==> src/sv/mrul_pkg.sv <==
// ----------------------------------------------------------------------------
// mrul_pkg
// Shared sizes, word types, command codes and controller types for the
// most-recently-used key list.
// ----------------------------------------------------------------------------
package mrul_pkg;

	localparam int DEPTH     = 32;
	localparam int KEY_WIDTH = 32;

	// fixed port field widths
	localparam int CMD_W      = 3;
	localparam int KEY_IN_W   = 32;
	localparam int INDEX_IN_W = 5;
	localparam int COUNT_O_W  = 6;

	localparam int IDX_W = $clog2(DEPTH);
	localparam int CNT_W = $clog2(DEPTH + 1);
	localparam int CUR_W = CNT_W + 1;
	localparam int RD_W  = (CNT_W > INDEX_IN_W) ? CNT_W : INDEX_IN_W;

	typedef enum logic [CMD_W-1:0] {
		CMD_ADD   = 3'd0,
		CMD_READ  = 3'd1,
		CMD_NEXT  = 3'd2,
		CMD_PREV  = 3'd3,
		CMD_RESET = 3'd4
	} cmd_t;

	typedef struct packed {
		logic [CMD_W-1:0]      cmd;
		logic [KEY_IN_W-1:0]   key;
		logic [INDEX_IN_W-1:0] index;
	} req_t;

	typedef struct packed {
		logic [KEY_IN_W-1:0]  entry_key;
		logic                 entry_valid;
		logic                 was_hit;
		logic [COUNT_O_W-1:0] entry_count;
	} rsp_t;

	typedef enum logic {
		ST_IDLE,
		ST_EXEC
	} state_t;

	typedef struct packed {
		logic capture;
		logic execute;
	} ctl_t;

endpackage

==> src/sv/mrul_ctrl.sv <==
// ----------------------------------------------------------------------------
// mrul_ctrl
// Command sequencer: takes a word into the datapath, then runs it once the
// result register is free, and owns the result valid flag.
// ----------------------------------------------------------------------------
module mrul_ctrl import mrul_pkg::*; (
	input  logic clk,
	input  logic arst_n,
	input  logic req_valid,
	output logic req_stall,
	output logic rsp_valid,
	input  logic rsp_stall,
	output ctl_t ctl
);

	state_t state_q, state_d;
	logic   rsp_valid_q;
	logic   out_free;

	assign out_free  = !rsp_valid_q || !rsp_stall;
	assign rsp_valid = rsp_valid_q;

	always_comb begin
		state_d = state_q;
		case (state_q)
			ST_IDLE: begin
				if (req_valid) state_d = ST_EXEC;
			end
			ST_EXEC: begin
				if (out_free) state_d = ST_IDLE;
			end
			default: begin
				state_d = ST_IDLE;
			end
		endcase
	end

	always_comb begin
		req_stall   = 1'b1;
		ctl.capture = 1'b0;
		ctl.execute = 1'b0;
		case (state_q)
			ST_IDLE: begin
				req_stall   = 1'b0;
				ctl.capture = req_valid;
			end
			ST_EXEC: begin
				ctl.execute = out_free;
			end
			default: begin
				req_stall = 1'b1;
			end
		endcase
	end

	always_ff @(posedge clk or negedge arst_n) begin
		if (!arst_n) begin
			state_q     <= ST_IDLE;
			rsp_valid_q <= 1'b0;
		end else begin
			state_q <= state_d;
			if (ctl.execute) begin
				rsp_valid_q <= 1'b1;
			end else if (!rsp_stall) begin
				rsp_valid_q <= 1'b0;
			end
		end
	end

endmodule

==> src/sv/mrul_dp.sv <==
// ----------------------------------------------------------------------------
// mrul_dp
// Row of key cells with parallel compare and shift-to-front, count and
// browse cursor registers, index read mux and the result register.
// ----------------------------------------------------------------------------
module mrul_dp import mrul_pkg::*; (
	input  logic clk,
	input  logic arst_n,
	input  ctl_t ctl,
	input  req_t req,
	output rsp_t rsp
);

	logic [KEY_WIDTH-1:0]    cell_q [DEPTH];
	logic [CNT_W-1:0]        count_q, count_d;
	logic signed [CUR_W-1:0] cursor_q, cursor_d;

	logic [CMD_W-1:0]     cmd_q;
	logic [KEY_WIDTH-1:0] key_q;
	logic [RD_W-1:0]      index_q;
	logic [DEPTH-1:0]     shift_q;
	logic                 hit_q;
	rsp_t                 rsp_q, rsp_d;

	logic [KEY_WIDTH-1:0]    key_in;
	logic [DEPTH-1:0]        match, shift_d;
	logic signed [CUR_W-1:0] cnt_s, cur_inc, cur_dec;
	logic                    rd_ok, cur_ok;
	logic [IDX_W-1:0]        rd_addr;
	logic [KEY_WIDTH-1:0]    rd_key;

	// search at capture time
	assign key_in = KEY_WIDTH'(req.key);

	always_comb begin
		for (int i = 0; i < DEPTH; i++) begin
			match[i] = (CNT_W'(i) < count_q) && (cell_q[i] == key_in);
		end
		for (int i = 0; i < DEPTH; i++) begin
			shift_d[i] = ~|(match & ((DEPTH'(1) << i) - DEPTH'(1)));
		end
	end

	always_ff @(posedge clk) begin
		if (ctl.capture) begin
			cmd_q   <= req.cmd;
			key_q   <= key_in;
			index_q <= RD_W'(req.index);
			shift_q <= shift_d;
			hit_q   <= |match;
		end
	end

	// read side
	assign cnt_s   = signed'({1'b0, count_q});
	assign cur_inc = cursor_q + CUR_W'(1);
	assign cur_dec = cursor_q - CUR_W'(1);
	assign rd_ok   = index_q < RD_W'(count_q);
	assign cur_ok  = (cursor_q >= 0) && (cursor_q < cnt_s);
	assign rd_addr = (cmd_q == CMD_READ) ? IDX_W'(index_q) : IDX_W'(cursor_q);
	assign rd_key  = cell_q[rd_addr];

	always_comb begin
		count_d  = count_q;
		cursor_d = cursor_q;
		rsp_d    = '0;
		case (cmd_q)
			CMD_ADD: begin
				rsp_d.was_hit = hit_q;
				if (!hit_q && (count_q < CNT_W'(DEPTH))) count_d = count_q + CNT_W'(1);
			end
			CMD_READ: begin
				if (rd_ok) begin
					rsp_d.entry_valid = 1'b1;
					rsp_d.entry_key   = KEY_IN_W'(rd_key);
				end
			end
			CMD_NEXT: begin
				if (cur_ok) begin
					rsp_d.entry_valid = 1'b1;
					rsp_d.entry_key   = KEY_IN_W'(rd_key);
				end
				cursor_d = (cur_inc >= cnt_s) ? (cnt_s - CUR_W'(1)) : cur_inc;
			end
			CMD_PREV: begin
				if (cur_ok) begin
					rsp_d.entry_valid = 1'b1;
					rsp_d.entry_key   = KEY_IN_W'(rd_key);
				end
				cursor_d = (cur_dec < 0) ? '0 : cur_dec;
			end
			CMD_RESET: begin
				cursor_d = '0;
			end
			default: begin
				cursor_d = cursor_q;
			end
		endcase
		rsp_d.entry_count = COUNT_O_W'(count_d);
	end

	always_ff @(posedge clk or negedge arst_n) begin
		if (!arst_n) begin
			count_q  <= '0;
			cursor_q <= '0;
		end else if (ctl.execute) begin
			count_q  <= count_d;
			cursor_q <= cursor_d;
		end
	end

	always_ff @(posedge clk) begin
		if (ctl.execute) rsp_q <= rsp_d;
	end

	// shift towards the back up to the hit position, new key at the front
	always_ff @(posedge clk) begin
		if (ctl.execute && (cmd_q == CMD_ADD) && shift_q[0]) cell_q[0] <= key_q;
	end

	for (genvar g = 1; g < DEPTH; g++) begin : g_cell
		always_ff @(posedge clk) begin
			if (ctl.execute && (cmd_q == CMD_ADD) && shift_q[g]) cell_q[g] <= cell_q[g-1];
		end
	end

	assign rsp = rsp_q;

endmodule

==> src/sv/mru_move_to_front_list.sv <==
// ----------------------------------------------------------------------------
// mru_move_to_front_list
// Most-recently-used key list with move-to-front on add, indexed read and
// a clamped browsing cursor.
// ----------------------------------------------------------------------------
//  channel  direction  handshake                word
//  req      in         req_valid / req_stall    req_t  (cmd, key, index)
//  rsp      out        rsp_valid / rsp_stall    rsp_t  (entry_key, entry_valid,
//                                                       was_hit, entry_count)
//
// every command runs as a capture with the parallel key compare,
// then the cell shift or read and the result register load
// one command in flight; a new word is taken while the last result waits
// a stalled result holds the execute step until the result register frees
// arst_n empties the list and sets the cursor to zero; no clearing pass
// ----------------------------------------------------------------------------
module mru_move_to_front_list import mrul_pkg::*; (
	input  logic clk,
	input  logic arst_n,
	input  logic req_valid,
	output logic req_stall,
	input  req_t req,
	output logic rsp_valid,
	input  logic rsp_stall,
	output rsp_t rsp
);

	ctl_t ctl;

	mrul_ctrl u_ctrl (
		.clk       (clk),
		.arst_n    (arst_n),
		.req_valid (req_valid),
		.req_stall (req_stall),
		.rsp_valid (rsp_valid),
		.rsp_stall (rsp_stall),
		.ctl       (ctl)
	);

	mrul_dp u_dp (
		.clk    (clk),
		.arst_n (arst_n),
		.ctl    (ctl),
		.req    (req),
		.rsp    (rsp)
	);

endmodule
==> config.mk <==
export PLATFORM = sky130hd
export DESIGN_NAME = mru_move_to_front_list
export DESIGN_NICKNAME = d
export VERILOG_FILES = /design/src/sv/mrul_pkg.sv /design/src/sv/mrul_ctrl.sv /design/src/sv/mrul_dp.sv /design/src/sv/mru_move_to_front_list.sv
export SDC_FILE = /design/constraint.sdc
export NUM_CORES = 2
export LEC_CHECK = 0
export ABC_AREA = 1
export BUFFER_PORTS_ARGS = -buffer_cell sky130_fd_sc_hd__buf_4
export CAP_MARGIN = 15
export CORE_UTILIZATION = 40
export CTS_BUF_LIST = sky130_fd_sc_hd__clkbuf_16
export DETAILED_ROUTE_END_ITERATION = 10
export SETUP_SLACK_MARGIN = 0.3
export SYNTH_ARGS = -nofsm -noshare
export SYNTH_HDL_FRONTEND = slang
export SYNTH_SLANG_ARGS = --single-unit
==> constraint.sdc <==
create_clock -name clk -period 4.71 [get_ports clk]
set_input_delay 0.471 -clock clk [delete_from_list [all_inputs] [get_ports clk]]
set_output_delay 0.471 -clock clk [all_outputs]
set_load 0.01 [all_outputs]
==> impl_metrics.tcl <==
set metrics [dict create \
    die_area_um2 155700 \
    die_x_um 394.5 \
    irDropWorstVdd_mv 0.5666 \
    fin_setup_tns_ns 0 \
    status "completed" \
    fmax_mhz 271.9 \
    cts-root-buf "clkbuf_16" \
    clk_latency_ns 0.78 \
    io_pins 86 \
    antenna_found_initial 1 \
    finalHoldViolCount 0 \
    layout-drive-gt1-share_pct 6.464 \
    final_cell_area_um2 67960 \
    grt_pass1_wl_mm 256.6 \
    synth_nets 6553 \
    place_worst_setup_slack_ns 1.107 \
    fin_ws_ns 1.032 \
    routed_wl_mm 169.6 \
    mostFrequentLayoutCell "nand2_1" \
    synth_cell_types 42 \
    synth_area_um2 61630 \
    crit_type "flip-flop to flip-flop" \
    synth_warnings 0 \
    power.internal_mw 21.53 \
    grt_pass1_vias 42160 \
    grt_max_degree 158 \
    swShare_pct 37.43 \
    slew-limit-headroom_pct 23.23 \
    track_usage_pct 21.48 \
    cts_tree "done" \
    dpl-instance-area_um2 63750 \
    p_leak_nw 25.01 \
    tightest_slew_ns 1.152 \
    setup_viol 0 \
    area_growth_syn_to_layout_pct 10.27 \
    ctsResizeCount 0 \
    cts_hold_buffers 14 \
    rows 143 \
    cts_buffer_depth 3 \
    maxSlewViolCount 0 \
    numCtsBuffers 132 \
    final_antenna_net_count 0 \
    portBuffers 85 \
    drtPass1Iterations 5 \
    dpl.hpwl_mm 119.4 \
    wire_per_inst_um 19.81 \
    switchingPower_mw 12.88 \
    cp_max_fo 19 \
    ys_seq_area_share_pct 55.96 \
    grt_setup_unrepaired "false" \
    comb_power_share_pct 33.1 \
    drc_errors 0 \
    clock_sinks 1151 \
    utilization_pct 44.58 \
    syn_inst 6486 \
    rrSetupSlack_ns 1.03 \
    initialDrtViolationCount 4127 \
    start_util_pct 40.43 \
    skew_ns 0.02510 \
    synth-seq-cells 1151 \
    post_cts_buffers 0 \
    viasPerCell 5.130 \
    grt_overflow 0 \
    totalPowerFinal_mw 34.42 \
    seqPwrFrac_pct 38.1 \
    fin_crit_sh_pct 78.09 \
    final_nets 6503 \
    required_ns 5.32 \
    hp-class "primary input to flip-flop" \
    vias 43910 \
    gp_congestion 0.8864 \
    arrival_ns 4.29 \
    clk_pin_slew_ns 0.06 \
    maxCapViolCount 0 \
    die_height_um 394.5 \
    layout_common_cells "nand2_1 (2090), edfxtp_1 (1136), nand3_1 (845)" \
    power_frac_clock_pct 28.8 \
    p_per_area_nw_per_um2 506.5 \
    coreArea_um2 152400 \
    syn_area_per_cell_um2 9.502 \
    cp-start-kind "flip-flop" \
    end_kind "flip-flop" \
    finalCriticalPeriod_ns 3.678 \
    htreeDepth 4 \
]
## worst paths after layout
path                                  from                  to  cells past startpoint
max in group asynchronous           arst_n    u_dp.cursor_q[3]                      2
max                        u_dp.count_q[2]        u_dp.rsp[27]                     11
min                                req[30]      u_dp.key_q[25]                      1
min in group asynchronous           arst_n     u_dp.count_q[0]                      2
max reg2reg                u_dp.count_q[2]        u_dp.rsp[27]                     11
min reg2reg                 u_dp.key_q[29]  u_dp.cell_q[0][29]                      0
## cell families (layout without fill, tap and decap cells)
group / Yosys count / after routing / synth area share (%)
AND/OR/NAND/NOR: 3492 / 3492 / 23.46
flip-flops: 1151 / 1151 / 55.96
XOR/XNOR: 808 / 808 / 11.48
buffers and inverters: 737 / 779 / 5.841
AO/OA/AOI/OAI: 275 / 275 / 2.795
adder cells (fa/ha/maj): 23 / 23 / 0.4669
other: 0 / 2 / 0
## power by group through the flow
stage / Combinational (mW) / Clock [mW] / Sequential (mW)
5_1_grt: 12.5 / 10.4 / 13.2
3_3_place_gp: 11.2 / 0 / 13.3
2_1_floorplan: 7.54 / 0 / 13.1
3_5_place_dp: 11.3 / 0 / 13.3
6_report: 11.4 / 9.90 / 13.1
4_1_cts: 11.3 / 10.1 / 13.1
## through the flow
step           hold slack [ns]  instances
3_5_place_dp            0.3664       8318
6_report               0.09797       8560
2_1_floorplan           0.1754       6486
5_1_grt                0.08488       8558
4_1_cts                0.04578       8558
3_3_place_gp            0.3656       8318
## registers in the layout (all words and copies together) (netlist names), 3 cells and up
register	cells
u_dp.index_q	5
u_dp.shift_q	31
u_dp.rsp	40
u_dp.cmd_q	3
u_dp.count_q	6
u_dp.key_q	32
u_dp.cell_q	1024
u_dp.cursor_q	7
## final cells by class
| type | instances | area, µm² |
|---|---|---|
| repair buffers | 180 | 1599 |
| diodes | 2 | 5.005 |
| clock inverters | 85 | 533.0 |
| inverters | 373 | 1411 |
| multi-input cells | 4598 | 23860 |
| clock buffers | 141 | 3528 |
| flip-flops and latches | 1151 | 34490 |
| well taps | 2030 | 2540 |
| fillers | 14410 | 84480 |
## critical path, stage by stage, from the launching register on
cell and delay, ns:
dfrtp_1 0.67, inv_1 0.34, ha_1 0.38, a21oi_1 0.14, o21ai_0 0.13, a21oi_1 0.14
nor2_1 0.05, o21ai_0 0.32, o2bb2ai_4 0.40, buf_4 0.41, nand2_1 0.30, nor2_1 0.20
## synthesized netlist by cell type, drive strengths merged
cell type | number | area share, %
nor2 | 457 | 2.8
xor2 | 24 | 0.34
or2 | 29 | 0.29
o221ai | 1 | 0.014
a21oi | 68 | 0.55
edfxtp | 1136 | 55
buf | 297 | 3.2
ha | 23 | 0.47
a31oi | 2 | 0.020
nand3 | 846 | 6.9
and3 | 1 | 0.010
clkinv | 5 | 0.030
dfrtp | 15 | 0.61
o211ai | 112 | 1.4
clkbuf | 67 | 0.41
o2bb2ai | 1 | 0.014
a21boi | 16 | 0.19
nand3b | 2 | 0.024
nand2 | 2093 | 13
o22ai | 1 | 0.010
xnor2 | 784 | 11
nand4 | 57 | 0.58
inv | 368 | 2.2
nor3 | 7 | 0.065
o21ai | 74 | 0.63
## layer usage
| layer | wire (µm) | track usage (%) |
|---|---|---|
| met1 | 74190 | 29.46 |
| met2 | 79880 | 35.03 |
| met3 | 10760 | 3.039 |
| met4 | 4725 | 6.811 |
| met5 | 0 | 0 |
No activity file was read; power rests on OpenSTA's default activity.
